## src/ncm_crh_pkg.sv

```systemverilog
// ----------------------------------------------------------------------------
// ncm_crh_pkg
// types, codes and constants shared by the ncm control request handler
// ----------------------------------------------------------------------------
`default_nettype none

package ncm_crh_pkg;

  localparam int unsigned CfgIdxW        = 8;
  localparam logic [31:0] InMaxReset     = 32'h0001_0000;
  localparam logic [31:0] MinInSize      = 32'd2048;
  localparam logic [15:0] ParamBlockLen  = 16'd28;
  localparam logic [15:0] FmtReplyLen    = 16'd2;
  localparam logic [15:0] SizeReplyLen   = 16'd4;

  typedef enum logic [CfgIdxW-1:0] {
    REG_COMM_IF_IDX = 8'd0,
    REG_IN_MAX_SIZE = 8'd1
  } cfg_reg_e;

  typedef enum logic [2:0] {
    EV_ATTACH       = 3'd0,
    EV_SUSPEND      = 3'd1,
    EV_CONFIGURED   = 3'd2,
    EV_UNCONFIGURED = 3'd3,
    EV_DETACH       = 3'd4,
    EV_RESET        = 3'd5,
    EV_SETUP        = 3'd6,
    EV_SET_IF       = 3'd7
  } func_e;

  typedef enum logic [7:0] {
    RQ_GET_PARAMS = 8'h80,
    RQ_GET_FMT    = 8'h83,
    RQ_SET_FMT    = 8'h84,
    RQ_GET_INSIZE = 8'h85,
    RQ_SET_INSIZE = 8'h86
  } request_e;

  typedef enum logic [2:0] {
    ACT_NONE      = 3'd0,
    ACT_STALL     = 3'd1,
    ACT_BLOCK     = 3'd2,
    ACT_VALUE     = 3'd3,
    ACT_HANDSHAKE = 3'd4
  } action_e;

  typedef enum logic [1:0] {
    LINK_NONE    = 2'd0,
    LINK_UP      = 2'd1,
    LINK_DOWN    = 2'd2,
    LINK_RESTART = 2'd3
  } link_event_e;

  typedef enum logic [1:0] {
    ST_DETACHED   = 2'd0,
    ST_ATTACHED   = 2'd1,
    ST_DEFAULT    = 2'd2,
    ST_CONFIGURED = 2'd3
  } dev_state_e;

  typedef struct packed {
    logic [2:0]  func;
    logic [2:0]  bus_speed;
    logic [7:0]  request_code;
    logic [15:0] setup_value;
    logic [15:0] setup_index;
    logic [15:0] setup_length;
    logic [31:0] host_data;
    logic [7:0]  alt_setting;
  } item_t;

  typedef struct packed {
    logic [2:0]  action;
    logic [31:0] reply_value;
    logic [4:0]  reply_length;
    logic [1:0]  link_event;
    logic [1:0]  device_state_out;
    logic        ntb32_out;
    logic [31:0] in_size_out;
  } result_t;

  typedef struct packed {
    logic [7:0]  comm_interface_index;
    logic [31:0] ntb_in_max_size;
  } cfg_t;

endpackage

`default_nettype wire

```

## src/ncm_crh_if.sv

```systemverilog
// ----------------------------------------------------------------------------
// ncm_crh interfaces
// event, result and register write channels of the request handler
// ----------------------------------------------------------------------------
`default_nettype none

interface ncm_crh_evt_if;
  logic        valid;
  logic        ready;
  logic [2:0]  func;
  logic [2:0]  bus_speed;
  logic [7:0]  request_code;
  logic [15:0] setup_value;
  logic [15:0] setup_index;
  logic [15:0] setup_length;
  logic [31:0] host_data;
  logic [7:0]  alt_setting;

  modport source (
    output valid, func, bus_speed, request_code, setup_value, setup_index,
           setup_length, host_data, alt_setting,
    input  ready
  );
  modport sink (
    input  valid, func, bus_speed, request_code, setup_value, setup_index,
           setup_length, host_data, alt_setting,
    output ready
  );
endinterface

interface ncm_crh_res_if;
  logic        valid;
  logic        ready;
  logic [2:0]  action;
  logic [31:0] reply_value;
  logic [4:0]  reply_length;
  logic [1:0]  link_event;
  logic [1:0]  device_state_out;
  logic        ntb32_out;
  logic [31:0] in_size_out;

  modport source (
    output valid, action, reply_value, reply_length, link_event,
           device_state_out, ntb32_out, in_size_out,
    input  ready
  );
  modport sink (
    input  valid, action, reply_value, reply_length, link_event,
           device_state_out, ntb32_out, in_size_out,
    output ready
  );
endinterface

interface ncm_crh_cfg_if;
  logic                              valid;
  logic                              ready;
  logic [ncm_crh_pkg::CfgIdxW-1:0]   index;
  logic [31:0]                       data;

  modport source (output valid, index, data, input ready);
  modport sink (input valid, index, data, output ready);
endinterface

`default_nettype wire

```

## src/ncm_crh_cfg_regs.sv

```systemverilog
// ----------------------------------------------------------------------------
// ncm_crh_cfg_regs
// configuration register file: interface number and max ntb input size
// ----------------------------------------------------------------------------
`default_nettype none

module ncm_crh_cfg_regs (
  input  wire logic                            clk_i,
  input  wire logic                            rst_ni,
  input  wire logic                            wr_en_i,
  input  wire logic [ncm_crh_pkg::CfgIdxW-1:0] wr_index_i,
  input  wire logic [31:0]                     wr_data_i,
  output      ncm_crh_pkg::cfg_t               cfg_o
);

  logic [7:0]  comm_idx_q;
  logic [31:0] in_max_q;

  always_ff @(posedge clk_i or negedge rst_ni) begin
    if (!rst_ni) begin
      comm_idx_q <= 8'd0;
      in_max_q   <= ncm_crh_pkg::InMaxReset;
    end else if (wr_en_i) begin
      case (wr_index_i)
        ncm_crh_pkg::REG_COMM_IF_IDX: comm_idx_q <= wr_data_i[7:0];
        ncm_crh_pkg::REG_IN_MAX_SIZE: in_max_q   <= wr_data_i;
        default: ;
      endcase
    end
  end

  assign cfg_o.comm_interface_index = comm_idx_q;
  assign cfg_o.ntb_in_max_size      = in_max_q;

endmodule

`default_nettype wire

```

## src/ncm_crh_core.sv

```systemverilog
// ----------------------------------------------------------------------------
// ncm_crh_core
// device and link state, and the decision logic for one bus event
// ----------------------------------------------------------------------------
`default_nettype none

module ncm_crh_core (
  input  wire logic                clk_i,
  input  wire logic                rst_ni,
  input  wire logic                step_i,
  input  wire ncm_crh_pkg::item_t  item_i,
  input  wire ncm_crh_pkg::cfg_t   cfg_i,
  output      ncm_crh_pkg::result_t res_o
);

  ncm_crh_pkg::dev_state_e dev_q, dev_d;
  logic [2:0]  speed_q, speed_d;
  logic [7:0]  alt_q, alt_d;
  logic        ntb32_q, ntb32_d;
  logic [31:0] size_q, size_d;
  logic        link_q, link_d;

  ncm_crh_pkg::action_e     action;
  ncm_crh_pkg::link_event_e lev;
  logic [31:0] rval;
  logic [4:0]  rlen;
  logic        take_down;
  logic        if_match;

  assign if_match = (item_i.setup_index == {8'd0, cfg_i.comm_interface_index});

  always_comb begin
    dev_d     = dev_q;
    speed_d   = speed_q;
    alt_d     = alt_q;
    ntb32_d   = ntb32_q;
    size_d    = size_q;
    link_d    = link_q;
    action    = ncm_crh_pkg::ACT_NONE;
    lev       = ncm_crh_pkg::LINK_NONE;
    rval      = 32'd0;
    rlen      = 5'd0;
    take_down = 1'b0;

    case (ncm_crh_pkg::func_e'(item_i.func))
      ncm_crh_pkg::EV_ATTACH: begin
        speed_d = item_i.bus_speed;
        dev_d   = ncm_crh_pkg::ST_ATTACHED;
      end
      ncm_crh_pkg::EV_CONFIGURED: dev_d = ncm_crh_pkg::ST_CONFIGURED;
      ncm_crh_pkg::EV_UNCONFIGURED: begin
        dev_d     = ncm_crh_pkg::ST_ATTACHED;
        take_down = 1'b1;
      end
      ncm_crh_pkg::EV_DETACH: begin
        dev_d     = ncm_crh_pkg::ST_DETACHED;
        take_down = 1'b1;
      end
      ncm_crh_pkg::EV_RESET: begin
        dev_d     = ncm_crh_pkg::ST_DEFAULT;
        speed_d   = item_i.bus_speed;
        take_down = 1'b1;
      end
      ncm_crh_pkg::EV_SETUP: begin
        action = ncm_crh_pkg::ACT_STALL;
        if (dev_q == ncm_crh_pkg::ST_CONFIGURED && if_match) begin
          case (ncm_crh_pkg::request_e'(item_i.request_code))
            ncm_crh_pkg::RQ_GET_PARAMS: begin
              if (item_i.setup_value == 16'd0 &&
                  item_i.setup_length >= ncm_crh_pkg::ParamBlockLen) begin
                action = ncm_crh_pkg::ACT_BLOCK;
                rlen   = ncm_crh_pkg::ParamBlockLen[4:0];
              end
            end
            ncm_crh_pkg::RQ_GET_FMT: begin
              if (item_i.setup_value == 16'd0 &&
                  item_i.setup_length >= ncm_crh_pkg::FmtReplyLen) begin
                action = ncm_crh_pkg::ACT_VALUE;
                rval   = {31'd0, ntb32_q};
                rlen   = ncm_crh_pkg::FmtReplyLen[4:0];
              end
            end
            ncm_crh_pkg::RQ_SET_FMT: begin
              if (item_i.setup_value[15:1] == 15'd0 && item_i.setup_length == 16'd0 &&
                  alt_q == 8'd0) begin
                ntb32_d = item_i.setup_value[0];
                action  = ncm_crh_pkg::ACT_HANDSHAKE;
              end
            end
            ncm_crh_pkg::RQ_GET_INSIZE: begin
              if (item_i.setup_value == 16'd0 &&
                  item_i.setup_length >= ncm_crh_pkg::SizeReplyLen) begin
                action = ncm_crh_pkg::ACT_VALUE;
                rval   = size_q;
                rlen   = ncm_crh_pkg::SizeReplyLen[4:0];
              end
            end
            ncm_crh_pkg::RQ_SET_INSIZE: begin
              if (item_i.setup_value == 16'd0 &&
                  item_i.setup_length == ncm_crh_pkg::SizeReplyLen) begin
                if (item_i.host_data >= ncm_crh_pkg::MinInSize &&
                    item_i.host_data <= cfg_i.ntb_in_max_size) begin
                  size_d = item_i.host_data;
                  if (link_q) lev = ncm_crh_pkg::LINK_RESTART;
                end
                action = ncm_crh_pkg::ACT_HANDSHAKE;
              end
            end
            default: ;
          endcase
        end
      end
      ncm_crh_pkg::EV_SET_IF: begin
        if (dev_q == ncm_crh_pkg::ST_CONFIGURED && item_i.alt_setting != alt_q) begin
          alt_d = item_i.alt_setting;
          if (item_i.alt_setting == 8'd0) begin
            take_down = 1'b1;
          end else if (item_i.alt_setting == 8'd1 && !link_q) begin
            link_d = 1'b1;
            lev    = ncm_crh_pkg::LINK_UP;
          end
        end
      end
      default: ;
    endcase

    // active link goes down: back to defaults
    if (take_down && link_q) begin
      link_d  = 1'b0;
      ntb32_d = 1'b0;
      size_d  = cfg_i.ntb_in_max_size;
      alt_d   = 8'd0;
      lev     = ncm_crh_pkg::LINK_DOWN;
    end
  end

  always_ff @(posedge clk_i or negedge rst_ni) begin
    if (!rst_ni) begin
      dev_q   <= ncm_crh_pkg::ST_DETACHED;
      speed_q <= 3'd0;
      alt_q   <= 8'd0;
      ntb32_q <= 1'b0;
      size_q  <= ncm_crh_pkg::InMaxReset;
      link_q  <= 1'b0;
    end else if (step_i) begin
      dev_q   <= dev_d;
      speed_q <= speed_d;
      alt_q   <= alt_d;
      ntb32_q <= ntb32_d;
      size_q  <= size_d;
      link_q  <= link_d;
    end
  end

  assign res_o.action           = action;
  assign res_o.reply_value      = rval;
  assign res_o.reply_length     = rlen;
  assign res_o.link_event       = lev;
  assign res_o.device_state_out = dev_d;
  assign res_o.ntb32_out        = ntb32_d;
  assign res_o.in_size_out      = size_d;

endmodule

`default_nettype wire

```

## src/ncm_control_request_handler.sv

```systemverilog
// ----------------------------------------------------------------------------
// ncm_control_request_handler
// usb cdc-ncm class request handler with device and link state tracking
//
// evt_i takes one bus event per word (attach, suspend, configured,
// unconfigured, detach, reset, setup, set interface). res_o returns exactly
// one result word per event: the endpoint zero action, reply value and
// length, link event, and the device state, ntb format and input size after
// the event. cfg_i writes the interface number (index 0) and the max ntb
// input size (index 1); it is always ready.
// an event is held in an input register and decided once the result
// register can advance: the state registers update and the result is
// registered. one event per cycle is taken while results keep flowing;
// the rate is set by the single decision stage.
// when res_o stalls, the result and input registers fill and evt_i.ready
// drops until the receiver takes the pending result.
// reset clears the state to detached, 16-bit ntb format, link inactive,
// input size 65536 and both registers to their defaults.
// ----------------------------------------------------------------------------
`default_nettype none

module ncm_control_request_handler (
  input  wire logic   clk_i,
  input  wire logic   rst_ni,
  ncm_crh_evt_if.sink evt_i,
  ncm_crh_res_if.source res_o,
  ncm_crh_cfg_if.sink cfg_i
);

  ncm_crh_pkg::cfg_t    cfg;
  ncm_crh_pkg::item_t   item_q;
  ncm_crh_pkg::result_t res_d, res_q;
  logic in_valid_q;
  logic out_valid_q;
  logic out_adv;
  logic step;

  assign cfg_i.ready = 1'b1;

  ncm_crh_cfg_regs u_cfg (
    .clk_i      (clk_i),
    .rst_ni     (rst_ni),
    .wr_en_i    (cfg_i.valid),
    .wr_index_i (cfg_i.index),
    .wr_data_i  (cfg_i.data),
    .cfg_o      (cfg)
  );

  assign out_adv     = !out_valid_q || res_o.ready;
  assign step        = in_valid_q && out_adv;
  assign evt_i.ready = !in_valid_q || out_adv;

  always_ff @(posedge clk_i or negedge rst_ni) begin
    if (!rst_ni) begin
      in_valid_q <= 1'b0;
    end else if (evt_i.ready) begin
      in_valid_q <= evt_i.valid;
    end
  end

  always_ff @(posedge clk_i) begin
    if (evt_i.ready && evt_i.valid) begin
      item_q.func         <= evt_i.func;
      item_q.bus_speed    <= evt_i.bus_speed;
      item_q.request_code <= evt_i.request_code;
      item_q.setup_value  <= evt_i.setup_value;
      item_q.setup_index  <= evt_i.setup_index;
      item_q.setup_length <= evt_i.setup_length;
      item_q.host_data    <= evt_i.host_data;
      item_q.alt_setting  <= evt_i.alt_setting;
    end
  end

  ncm_crh_core u_core (
    .clk_i  (clk_i),
    .rst_ni (rst_ni),
    .step_i (step),
    .item_i (item_q),
    .cfg_i  (cfg),
    .res_o  (res_d)
  );

  always_ff @(posedge clk_i or negedge rst_ni) begin
    if (!rst_ni) begin
      out_valid_q <= 1'b0;
    end else if (out_adv) begin
      out_valid_q <= in_valid_q;
    end
  end

  always_ff @(posedge clk_i) begin
    if (step) begin
      res_q <= res_d;
    end
  end

  assign res_o.valid            = out_valid_q;
  assign res_o.action           = res_q.action;
  assign res_o.reply_value      = res_q.reply_value;
  assign res_o.reply_length     = res_q.reply_length;
  assign res_o.link_event       = res_q.link_event;
  assign res_o.device_state_out = res_q.device_state_out;
  assign res_o.ntb32_out        = res_q.ntb32_out;
  assign res_o.in_size_out      = res_q.in_size_out;

endmodule

`default_nettype wire

```

## src/flat_wrapper.sv

```systemverilog
// flat-port wrapper written by rule: the top's interface ports become plain ports
module ncm_control_request_handler_flat 
  (clk_i, rst_ni, evt_i_valid, evt_i_func, evt_i_bus_speed, evt_i_request_code, evt_i_setup_value, evt_i_setup_index, evt_i_setup_length, evt_i_host_data, evt_i_alt_setting, evt_i_ready, res_o_valid, res_o_action, res_o_reply_value, res_o_reply_length, res_o_link_event, res_o_device_state_out, res_o_ntb32_out, res_o_in_size_out, res_o_ready, cfg_i_valid, cfg_i_index, cfg_i_data, cfg_i_ready);
  ncm_crh_evt_if evt_i_i ();
  ncm_crh_res_if res_o_i ();
  ncm_crh_cfg_if cfg_i_i ();
  input  wire logic clk_i;
  input  wire logic rst_ni;
  input wire logic [$bits(evt_i_i.valid)-1:0] evt_i_valid;
  input wire logic [$bits(evt_i_i.func)-1:0] evt_i_func;
  input wire logic [$bits(evt_i_i.bus_speed)-1:0] evt_i_bus_speed;
  input wire logic [$bits(evt_i_i.request_code)-1:0] evt_i_request_code;
  input wire logic [$bits(evt_i_i.setup_value)-1:0] evt_i_setup_value;
  input wire logic [$bits(evt_i_i.setup_index)-1:0] evt_i_setup_index;
  input wire logic [$bits(evt_i_i.setup_length)-1:0] evt_i_setup_length;
  input wire logic [$bits(evt_i_i.host_data)-1:0] evt_i_host_data;
  input wire logic [$bits(evt_i_i.alt_setting)-1:0] evt_i_alt_setting;
  output wire logic [$bits(evt_i_i.ready)-1:0] evt_i_ready;
  output wire logic [$bits(res_o_i.valid)-1:0] res_o_valid;
  output wire logic [$bits(res_o_i.action)-1:0] res_o_action;
  output wire logic [$bits(res_o_i.reply_value)-1:0] res_o_reply_value;
  output wire logic [$bits(res_o_i.reply_length)-1:0] res_o_reply_length;
  output wire logic [$bits(res_o_i.link_event)-1:0] res_o_link_event;
  output wire logic [$bits(res_o_i.device_state_out)-1:0] res_o_device_state_out;
  output wire logic [$bits(res_o_i.ntb32_out)-1:0] res_o_ntb32_out;
  output wire logic [$bits(res_o_i.in_size_out)-1:0] res_o_in_size_out;
  input wire logic [$bits(res_o_i.ready)-1:0] res_o_ready;
  input wire logic [$bits(cfg_i_i.valid)-1:0] cfg_i_valid;
  input wire logic [$bits(cfg_i_i.index)-1:0] cfg_i_index;
  input wire logic [$bits(cfg_i_i.data)-1:0] cfg_i_data;
  output wire logic [$bits(cfg_i_i.ready)-1:0] cfg_i_ready;
  assign evt_i_i.valid = evt_i_valid;
  assign evt_i_i.func = evt_i_func;
  assign evt_i_i.bus_speed = evt_i_bus_speed;
  assign evt_i_i.request_code = evt_i_request_code;
  assign evt_i_i.setup_value = evt_i_setup_value;
  assign evt_i_i.setup_index = evt_i_setup_index;
  assign evt_i_i.setup_length = evt_i_setup_length;
  assign evt_i_i.host_data = evt_i_host_data;
  assign evt_i_i.alt_setting = evt_i_alt_setting;
  assign evt_i_ready = evt_i_i.ready;
  assign res_o_valid = res_o_i.valid;
  assign res_o_action = res_o_i.action;
  assign res_o_reply_value = res_o_i.reply_value;
  assign res_o_reply_length = res_o_i.reply_length;
  assign res_o_link_event = res_o_i.link_event;
  assign res_o_device_state_out = res_o_i.device_state_out;
  assign res_o_ntb32_out = res_o_i.ntb32_out;
  assign res_o_in_size_out = res_o_i.in_size_out;
  assign res_o_i.ready = res_o_ready;
  assign cfg_i_i.valid = cfg_i_valid;
  assign cfg_i_i.index = cfg_i_index;
  assign cfg_i_i.data = cfg_i_data;
  assign cfg_i_ready = cfg_i_i.ready;
  ncm_control_request_handler u_core (.clk_i(clk_i), .rst_ni(rst_ni), .evt_i(evt_i_i), .res_o(res_o_i), .cfg_i(cfg_i_i));
endmodule
```

## config.mk

```make
export PLATFORM = sky130hd
export DESIGN_NAME = ncm_control_request_handler_flat
export DESIGN_NICKNAME = d
export VERILOG_FILES = /design/src/ncm_crh_pkg.sv /design/src/ncm_crh_if.sv /design/src/ncm_crh_cfg_regs.sv /design/src/ncm_crh_core.sv /design/src/ncm_control_request_handler.sv /design/src/flat_wrapper.sv
export SDC_FILE = /design/constraint.sdc
export NUM_CORES = 1
export LEC_CHECK = 0
export BUFFER_PORTS_ARGS = -buffer_cell sky130_fd_sc_hd__buf_2
export CAP_MARGIN = 40
export CORE_MARGIN = 2
export CORE_UTILIZATION = 55
export DETAILED_ROUTE_END_ITERATION = 8
export GPL_TIMING_DRIVEN = 1
export PLACE_DENSITY_LB_ADDON = 0.15
export SLEW_MARGIN = 40
export SYNTH_ARGS = -nofsm -noshare
export SYNTH_HDL_FRONTEND = slang
export SYNTH_SLANG_ARGS = --single-unit
```

## constraint.sdc

```tcl
create_clock -name clk_i -period 4.2 [get_ports clk_i]
set_input_delay 0 -clock clk_i [delete_from_list [all_inputs] [get_ports clk_i]]
set_output_delay 0 -clock clk_i [all_outputs]
set_load 0.02 [all_outputs]
```

Yosys cells after proc, flatten, opt, wreduce, memory -nomap -nowiden
Index checks and enable logic that the tools add are counted.

Flip-flop bits (word level): 262. Output and inout bits: 80.

Muxes and demuxes: 46. $lt $le $gt $ge: 5. Equal/unequal tests: 18. Reductions and logical operators: 35.

Operator list (count): 32-bit two-way mux (7); 32-bit one-hot mux with 2 select lines (1); 8-bit == test, second input constant (5); 32-bit by 12-bit >= comparator with 1-bit output, second input constant (1); 32-bit less-or-equal comparator (1); 16-bit zero test (2); 8-bit zero test (3); 8-bit two-way mux (3); 2-bit two-way mux (9); 1-bit two-way mux (17); 16-bit by 3-bit == test with 1-bit output, second input constant (1); 16-bit by 8-bit == test with 1-bit output (1); 8-bit by 1-bit == test with 1-bit output, second input constant (2); 16-bit by 2-bit >= comparator with 1-bit output, second input constant (1); 16-bit by 3-bit >= comparator with 1-bit output, second input constant (1); 16-bit by 5-bit >= comparator with 1-bit output, second input constant (1); 15-bit zero test (1); 3-bit one-hot mux with 5 select lines (1); 5-bit one-hot mux with 3 select lines (1); 1-bit logical AND (13); 3-bit == test, second input constant (4); 3-bit two-way mux (3); 8-bit != test (1); 2-bit one-hot mux with 4 select lines (1); other kinds (15) (23).

Longest topological paths before layout
Gate-level depths: netlist of run 1.

Depth in word-level cells: 8. Gate-level depth with buffers: 11. Mapped depth without buffers: 9.

Cells and area by module
From an unflattened synthesis of run 1, not the netlist that was laid out.

Cell total of the unflattened synthesis: 895. Area total of the unflattened synthesis: 12233.0 um^2.

Modules (own cells, without submodules): ncm_control_request_handler (cells an instance 189, sequential area each 5425.2 um^2, area an instance 5490.3 um^2, times used 1); ncm_crh_core (cells an instance 617, sequential area each 1102.3 um^2, area an instance 5064.9 um^2, times used 1); ncm_crh_cfg_regs (cells an instance 89, sequential area each 1002.2 um^2, area an instance 1677.9 um^2, times used 1).

Least setup slack after synthesis of run 1
No wires, ideal clock.

Path type: flip-flop to flip-flop. Start point: register u_core.out_valid_q, in the netlist u_core.res_o.valid. End point: register u_core.res_q (netlist bit u_core.res_o.action[0]) (enable). Required time: 3.732 ns. Clock period less this slack: 3.756 ns. Path slack: 0.444 ns. Arrival time: 3.288 ns. Stages on the path, launching flop included: 6. Cell sequence: dfrtp_1 nand2b_1 nand2_1 inv_1 clkbuf_1 buf_1.

Cells in the longest elaborated chain, start to end: 3.

Ends and longest elaborated chain: start: declaration (RTL line ncm_control_request_handler.sv:34) `logic out_valid_q;`; start signal: assignment (RTL line ncm_control_request_handler.sv:87) `out_valid_q <= in_valid_q;`; 1-bit zero test (RTL line ncm_control_request_handler.sv:49) `assign out_adv = !out_valid_q || res_o.ready;`; 1-bit logical OR (RTL line ncm_control_request_handler.sv:49); 1-bit logical AND (RTL line ncm_control_request_handler.sv:50) `assign step = in_valid_q && out_adv;`; via u_core.step (RTL line ncm_control_request_handler.sv:36) `logic step;`; end signal: assignment (RTL line ncm_control_request_handler.sv:93) `res_q <= res_d;`; end: declaration (RTL line ncm_control_request_handler.sv:32) `ncm_crh_pkg::result_t res_d, res_q;`.

The timed path passes the listed nets, and every way through them passes these cells. A chain may end at the register's enable or synchronous reset.

==> results of run 1 <==
## state kept, by name, summed over array words and instances, names as in the netlist, 3 cells and up
register and cells:
u_core.item_q 99, u_core.res_o.reply_length 3, u_core.u_cfg.in_max_q 32, u_core.res_o.reply_value 32
u_core.u_cfg.comm_idx_q 8, u_core.u_core.alt_q 8, u_core.res_o.in_size_out 32, u_core.u_core.size_q 32
u_core.res_o.action 3
## through the flow
stage               hold slack (ns)  utilization
CTS                         0.06634       0.7299
global placement           -0.01167       0.6213
detailed placement        -0.006687       0.6222
floorplan                   -0.2956            -
global route                 0.1347       0.7301
finish                      0.09944       0.7301
## logic make-up after synthesis
group,synth area share
AO/OA/AOI/OAI,0.1134
XOR/XNOR,0.01289
adder cells (fa/ha/maj),0.03467
buffers and inverters,0.03153
flip-flops,0.6391
multiplexers,0.04085
other,0.0006504
AND/OR/NAND/NOR,0.1269
## layout by cell type, fill, tap and decap left out, types with 23 or more instances in the layout
| cell type | synthesis | final |
|---|---|---|
| a211oi_1 | 23 | 23 |
| a21oi_1 | 40 | 40 |
| and2_1 | 34 | 33 |
| buf_2 | 15 | 220 |
| clkbuf_16 | 0 | 28 |
| dfrtp_1 | 84 | 84 |
| dlygate4sd3_1 | 0 | 137 |
| edfxtp_1 | 174 | 174 |
| ha_1 | 32 | 32 |
| inv_1 | 38 | 37 |
| mux2_2 | 41 | 41 |
| nand2_1 | 55 | 54 |
| nand3_1 | 42 | 42 |
| nor2_1 | 45 | 45 |
| nor3_1 | 30 | 30 |
## power groups by stage
stage | sequential (W) | combinational [W] | clock [W]
5_1_grt | 0.00300 | 0.000676 | 0.00243
3_3_place_gp | 0.00303 | 0.000491 | 0
3_5_place_dp | 0.00303 | 0.000504 | 0
4_1_cts | 0.00298 | 0.000608 | 0.00232
2_1_floorplan | 0.00308 | 0.000251 | 0
6_report | 0.00299 | 0.000620 | 0.00229
## tightest hold or removal path: stages
cell	delay, ns
buf_2	0.07
nor4b_1	0.05
nand2_1	0.07
nor2_1	0.14
mux2_2	0.26
## metal layers
metal | global-route usage | part of all wire | up-vias
met3 | 0.04924 | 0.071 | 80
met1 | 0.3578 | 0.43 | 4175
met4 | 0.1000 | 0.037 | 0
li1 | - | - | 4112
met5 | 0 | 0 | -
met2 | 0.4009 | 0.47 | 347
## path summary, 6_finish.rpt
path,slack (ns),endpoint,cells past startpoint,startpoint
worst min-delay path,0.1,u_core.u_cfg.comm_idx_q[3]$_DFFE_PN0P_,5,cfg_i_index[6]
max in group asynchronous,2.95,u_core.u_core.size_q[1]$_DFFE_PN0P_,4,rst_ni
worst max register to register,0.89,u_core.res_o.in_size_out[13]$_DFFE_PP_,9,u_core.item_q[23]$_DFFE_PP_
worst max-delay path,0.89,u_core.res_o.in_size_out[13]$_DFFE_PP_,9,u_core.item_q[23]$_DFFE_PP_
min in group asynchronous,0.55,u_core.u_core.ntb32_q$_DFFE_PN0P_,4,rst_ni
worst min register to register,0.51,u_core.u_cfg.in_max_q[14]$_DFFE_PN0P_,1,u_core.u_cfg.in_max_q[14]$_DFFE_PN0P_
## area by class of cell
| type | instances | area share |
|---|---|---|
| Clock inverter | 12 | 0.006584 |
| Clock buffer | 36 | 0.04938 |
| Timing Repair Buffer | 376 | 0.1736 |
| Antenna cell | 2 | 0.0003292 |
| Tap cell | 275 | 0.02263 |
| Sequential cell | 260 | 0.4854 |
| Inverter | 38 | 0.009547 |
| Multi-Input combinational cell | 554 | 0.2525 |
==> impl_results.md, run 1 <==
* Final worst slack at 0.8922 ns
* Dpl cells at ~1400
* GRT Total Usage at 0.2561
* Relative slew slack at 0.4652
* Skew final at 0.02099 ns
* RSZ-0062 raised after global routing: false
* Internal power at around 0.0045 W
* Filler instances at 1397
* Fmax at 302.3 MHz
* Worst path slowest cell: nor4_1
* Starting density of the core at 0.5546
* Final-report max-slew violation count at 0
* Total wire length at about 29000 um
* Clock slew at reported path FFs at roughly 0.06 ns
* Ys flop type: edfxtp_1
* DR WL/cell at approximately 18 um
* Top cells by area, synth: edfxtp_1 45%, dfrtp_1 18%, mux2_2 4.0%
* Initial DRC Count at about 740
* Share of cells above drive strength 1 at 0.2759
* Seq/Total Area, Yosys at 0.6391
* Worst hold path class: in2reg
* Hold-fix buffer count after cts at roughly 140
* Count leader, synth: edfxtp_1
* Core area at 20820 um^2
* Final Non-Filler Cells at 1553
* Hold Fails Final Rpt at 0
* CTS sink count at 260
* Largest net degree at the start of global routing at between 70 and 80
* CP max FO at 44
* Status: finished, final reports clean
* Dpl ws at a little under 0.9 ns
* Die area at about 22000 um^2
* Worst skew pair latency at between 0.5 and 0.6 ns
* Cell Area, Synth at 11550 um^2
* Critical-path cell list: ha_1 > nand4_1 > nor4_1 > nand3_1 > and2_1 > a211oi_4 > buf_4 > nor2_1 > a311o_1
* Cells after synthesis at 900
* Setup TNS at 0 ns
* Netlist cell types at 56
* CTS root buffer: clkbuf_16
* Antenna Nets Post-Route at 0
* CTS max path bufs at 3
* Max cap viols at 0
* Synth area leader: edfxtp_1
* Cts bufs inserted at 26
* Most frequent cells after synthesis: 174 x edfxtp_1, 84 x dfrtp_1, 55 x nand2_1
* P_leak at ~6.3 nW
* Crit path DAT at roughly 3.6 ns
* Vias in the first global route at about 8400
* Initial antenna violation count at 2
* GRT Residual Overflow at 0
* Switch Pwr at 0.001400 W
* Crit. End Element: flip-flop
* GP Congestion at 0.8633
* Post-CTS setup repair buffer count at 0
* Pwr Density at a little under 400 nW/um^2
* Die Ht at between 100 and 150 um
* DP HPWL at roughly 18000 um
* Vias per std cell at 5.611
* P&R area growth vs syn at 31.66%
* Final Setup Violations at 0
* Ys async rst share at 0.3308
* Crit path max-delay family: simple AND/OR/NAND/NOR gates
* Worst path bufs/invs at 1
* Max incr delay on CP at 0.52 ns
* Period minus WS final at about 3.3 ns
* CTS tree: yes
* YS warnings at 0
* Critical Path Start Type: flip-flop
* Site Rows at 53
* Critical Path RT at roughly 4.5 ns
* I/O pin count at ~230
* Sw Share at 0.2373
* Footprint of the multi-input gates at ~3800 um^2
* Slew @ Worst Pin at 0.8022 ns
* Port-buffer cells at between 200 and 250
* Die width at 148.9 um
* Vias at between 8000 and 9000
* Peak supply drop at around 0.38 mV
* Sequential power share at 0.507
* Post-synth net total at 1079
* Fin area at ~15000 um^2
* Number of synthesized flops with an enable pin at approximately 170
* Critical path class: reg2reg
* Tot Pwr at slightly below 0.006 W
* Post-CTS sizing at 0
* Final Cycle Share at 0.7876
* Htree depth at 1
* First-pass GRT wire length at 44440 um
* Avg Cell Area, Syn at between 10 and 15 um^2
* Clock power frac at 0.388
* #FFs+latches synth at 260
* Yosys top cell area share at 0.4525
* Sequential cell area at approximately 7400 um^2
* Fin nets at 1435
* Logic pwr share at 0.105
* Placed Area at approximately 13000 um^2
* DRC at 0
* Pre-Repair DR Iteration Count at 5
(Power assumes the default switching activity.)
==> run 2, diff against run 1 <==
--- a/config.mk
+++ b/config.mk
@@ -8,7 +8,7 @@
 export BUFFER_PORTS_ARGS = -buffer_cell sky130_fd_sc_hd__buf_2
 export CAP_MARGIN = 40
 export CORE_MARGIN = 2
-export CORE_UTILIZATION = 55
+export CORE_UTILIZATION = 50
 export DETAILED_ROUTE_END_ITERATION = 8
 export GPL_TIMING_DRIVEN = 1
 export PLACE_DENSITY_LB_ADDON = 0.15
==> constraint.sdc (replaced) <==
create_clock -name clk_i -period 2.8 [get_ports clk_i]
set_input_delay 0 -clock clk_i [delete_from_list [all_inputs] [get_ports clk_i]]
set_output_delay 0 -clock clk_i [all_outputs]
set_load 0.02 [all_outputs]
==> run 2 against run 1 <==
Cell area grew 10%. Hold slack got worse by 0.10 ns. Sequential power is 50% higher. The flow now finishes with violations (negative hold slack, negative setup slack). Fmax grew 15%. Clock skew shrank 0.0081 ns. Non-clock buffer count grew 103. Die area rose by 9.7%. Critical path depth increased by 4.
==> impl_results.md, run 2 (synthesized netlist as in run 1, its figures left out) <==
* Antenna Nets Post-Route at 0 (unchanged)
* Core area at 22640 um^2 (+8.7%)
* Max reg flops at 99 (unchanged)
* Port-buffer cells at 221 (unchanged)
* Vias in the first global route at 8949 (+5.9%)
* First-pass GRT wire length at 47600 um (+7.1%)
* Worst hold path class: in2async
* P_leak at 6.935 nW (+11%)
* Setup TNS at -1.460 ns (-1.460 ns)
* RSZ-0062 raised after global routing: true
* Final-report max-slew violation count at 0 (unchanged)
* Cts bufs inserted at 28 (+7.7%)
* Fin area at 16750 um^2 (+10%)
* Peak supply drop at 0.5373 mV (+42%)
* Max incr delay on CP at 0.41 ns (-0.11 ns)
* Final Setup Violations at 33 (+33)
* Worst Hold Slack at -0.002901 ns (-0.1023 ns)
* Critical-path cell list: inv_2 > ha_4 > nand4_1 > nor4_2 > buf_4 > nand3_4 > buf_6 > o31a_1 > a211oi_4 > buf_6 > clkbuf_16 > a21bo_4 > a22oi_2
* CP max FO at 8 (-82%)
* Commonest non-fill, non-tap cell in the layout: buf_2
* P&R area growth vs syn at 45.03%
* Most frequent cells in the layout: 220 x buf_2, 174 x edfxtp_1, 136 x dlygate4sd3_1
* Crit. End Element: flip-flop
* Total wire length at 32250 um (+12%)
* Period minus WS final at 2.880 ns (-0.4280 ns)
* Vias per std cell at 5.506 (-1.9%)
* CP startpoint: u_core.u_cfg.in_max_q[26]$_DFFE_PN0P_
* GP Congestion at 0.8342 (-3.4%)
* CTS tree: yes
* Initial DRC Count at 660 (-10%)
* Largest net degree at the start of global routing at 68 (-5.6%)
* Logic pwr share at 0.113 (+0.008)
* Site Rows at 55 (+3.8%)
* Failing checks: negative hold slack, negative setup slack
* I/O pin count at 227 (unchanged)
* Reg2reg start: u_core.u_cfg.in_max_q[26]$_DFFE_PN0P_
* Sw Share at 0.2341 (-0.003236)
* Die area at 24330 um^2 (+9.7%)
* Worst path slowest cell: dfrtp_1
* Sequential power share at 0.474 (-0.033)
* Hold Fails Final Rpt at 2 (+2)
* Clock power frac at 0.413 (+0.025)
* DR WL/cell at 19.30 um (+4.4%)
* CTS root buffer: clkbuf_16
* Critical Path RT at 3.07 ns (-1.41 ns)
* Pre-Repair DR Iteration Count at 5 (unchanged)
* Relative slew slack at 0.5499 (+0.08471)
* Fin nets at 1540 (+7.3%)
* Die Ht at 156.0 um (+4.8%)
* Most used cell, CP: buf_6
* Initial antenna violation count at 3 (+1)
* Starting density of the core at 0.5100 (-0.04453)
* GRT Total Usage at 0.2517 (-0.004417)
* Placed Area at 13630 um^2 (+5.2%)
* Switch Pwr at 0.002208 W (+58%)
* Critical Path Start Type: flip-flop
* Worst skew pair latency at 0.54 ns (about the same)
* Critical path class: reg2reg
* GRT Residual Overflow at 0 (unchanged)
* CTS sink count at 260 (unchanged)
* Final worst slack at -0.07985 ns (-0.9720 ns)
* Htree depth at 1 (unchanged)
* CTS max path bufs at 3 (unchanged)
* Slew @ Worst Pin at 0.6727 ns (-0.1296 ns)
* Share of cells above drive strength 1 at 0.3673 (+0.09146)
* Vias at 9201 (+5.6%)
* Skew final at 0.01289 ns (-0.008104 ns)
* Pwr Density at 563.4 nW/um^2 (+45%)
* Clock slew at reported path FFs at 0.07 ns (about the same)
* Crit path max-delay family: buffers and inverters
* Final Cycle Share at 1.029 (+0.2409)
* Internal power at 0.007226 W (+61%)
* Die width at 156.0 um (+4.8%)
* Max cap viols at 0 (unchanged)
* DP HPWL at 19010 um (+7.9%)
* Crit path DAT at 3.15 ns (-0.44 ns)
* Status: finished, violations left
* Biggest register: u_core.item_q
* Fmax at 347.2 MHz (+15%)
* DRC at 0 (unchanged)
* Worst path bufs/invs at 5 (+4)
==> run 2: cell count changes in the layout (fill, tap and decap cells not counted), moves of 9 or more <==
cell and delta:
a21bo_2 -17, a21bo_4 +17, a22oi_1 -19, a22oi_2 +19, buf_4 +81, buf_6 +9
==> run 2: final timing paths <==
path	to	slack, ns	cells past startpoint
setup reg to reg	u_core.res_o.in_size_out[12]$_DFFE_PP_	-0.08	13
max in group asynchronous	u_core.u_cfg.in_max_q[16]$_DFFE_PN1P_	2.09	3
setup / recovery	u_core.res_o.in_size_out[12]$_DFFE_PP_	-0.08	13
hold reg to reg	u_core.u_cfg.in_max_q[19]$_DFFE_PN0P_	0.50	1
hold / removal	u_core.u_cfg.comm_idx_q[1]$_DFFE_PN0P_	-0.003	2
min in group clk_i	u_core.u_cfg.comm_idx_q[6]$_DFFE_PN0P_	0.07	5
==> run 2: per-stage QoR <==
| step | setup slack (ns) | utilization | instances | hold slack [ns] | total power, W |
|---|---|---|---|---|---|
| 2_1_floorplan | 0.1230 | - | 900 | -0.2956 | 0.004986 |
| 3_3_place_gp | -0.1087 | 0.6019 | 1451 | 0.1257 | 0.005379 |
| 3_5_place_dp | -0.1579 | 0.6019 | 1451 | 0.1245 | 0.005394 |
| 4_1_cts | -0.007707 | 0.7130 | 1649 | 0.03604 | 0.009424 |
| 5_1_grt | -0.1844 | 0.7397 | 1671 | 0.04739 | 0.009744 |
| 6_report | -0.07985 | 0.7397 | 1671 | -0.002901 | 0.009435 |
==> run 2: layout make-up <==
cell class / count / area (um^2)
Sequential cell: 260 / 7380
Timing Repair Buffer: 479 / 3655
Antenna cell: 3 / 7.507
Inverter: 38 / 145.1
Fill cell: 1440 / 5893
Tap cell: 285 / 356.6
Clock buffer: 36 / 762.0
Multi-Input combinational cell: 554 / 4230
Clock inverter: 16 / 211.5
==> run 2: worst reg2reg max path: stages (launching register included) <==
cell and delay, ns:
dfrtp_1 0.41, inv_2 0.08, ha_4 0.27, nand4_1 0.17
nor4_2 0.32, buf_4 0.18, nand3_4 0.09, buf_6 0.14
o31a_1 0.17, a211oi_4 0.20, buf_6 0.22, clkbuf_16 0.18
a21bo_4 0.11, a22oi_2 0.06
==> run 2: power groups by stage <==
stage	combinational [W]	sequential, W	clock, W
3_3_place_gp	0.000845	0.00453	0
4_1_cts	0.00102	0.00446	0.00394
5_1_grt	0.00115	0.00450	0.00409
3_5_place_dp	0.000856	0.00454	0
2_1_floorplan	0.000379	0.00461	0
6_report	0.00106	0.00448	0.00390
==> run 2: metal layers <==
metal  GRT usage  up-vias  share of wire
met2      0.4123      361           0.49
met5           0        -              0
met3     0.04833       77          0.063
met4     0.09174        0          0.036
li1            -     4335              -
met1      0.3369     4428           0.41
==> run 2: what timing repair did <==
item / CTS / global route
endpoints found under the setup margin: 57 / 82
endpoints found under the hold margin: 195 / 0
hold buffers: 136 / 0
gates cloned: 2 / 8
pin swaps: 10 / 53
gates resized for setup: 16 / 62
setup buffers: 8 / 11
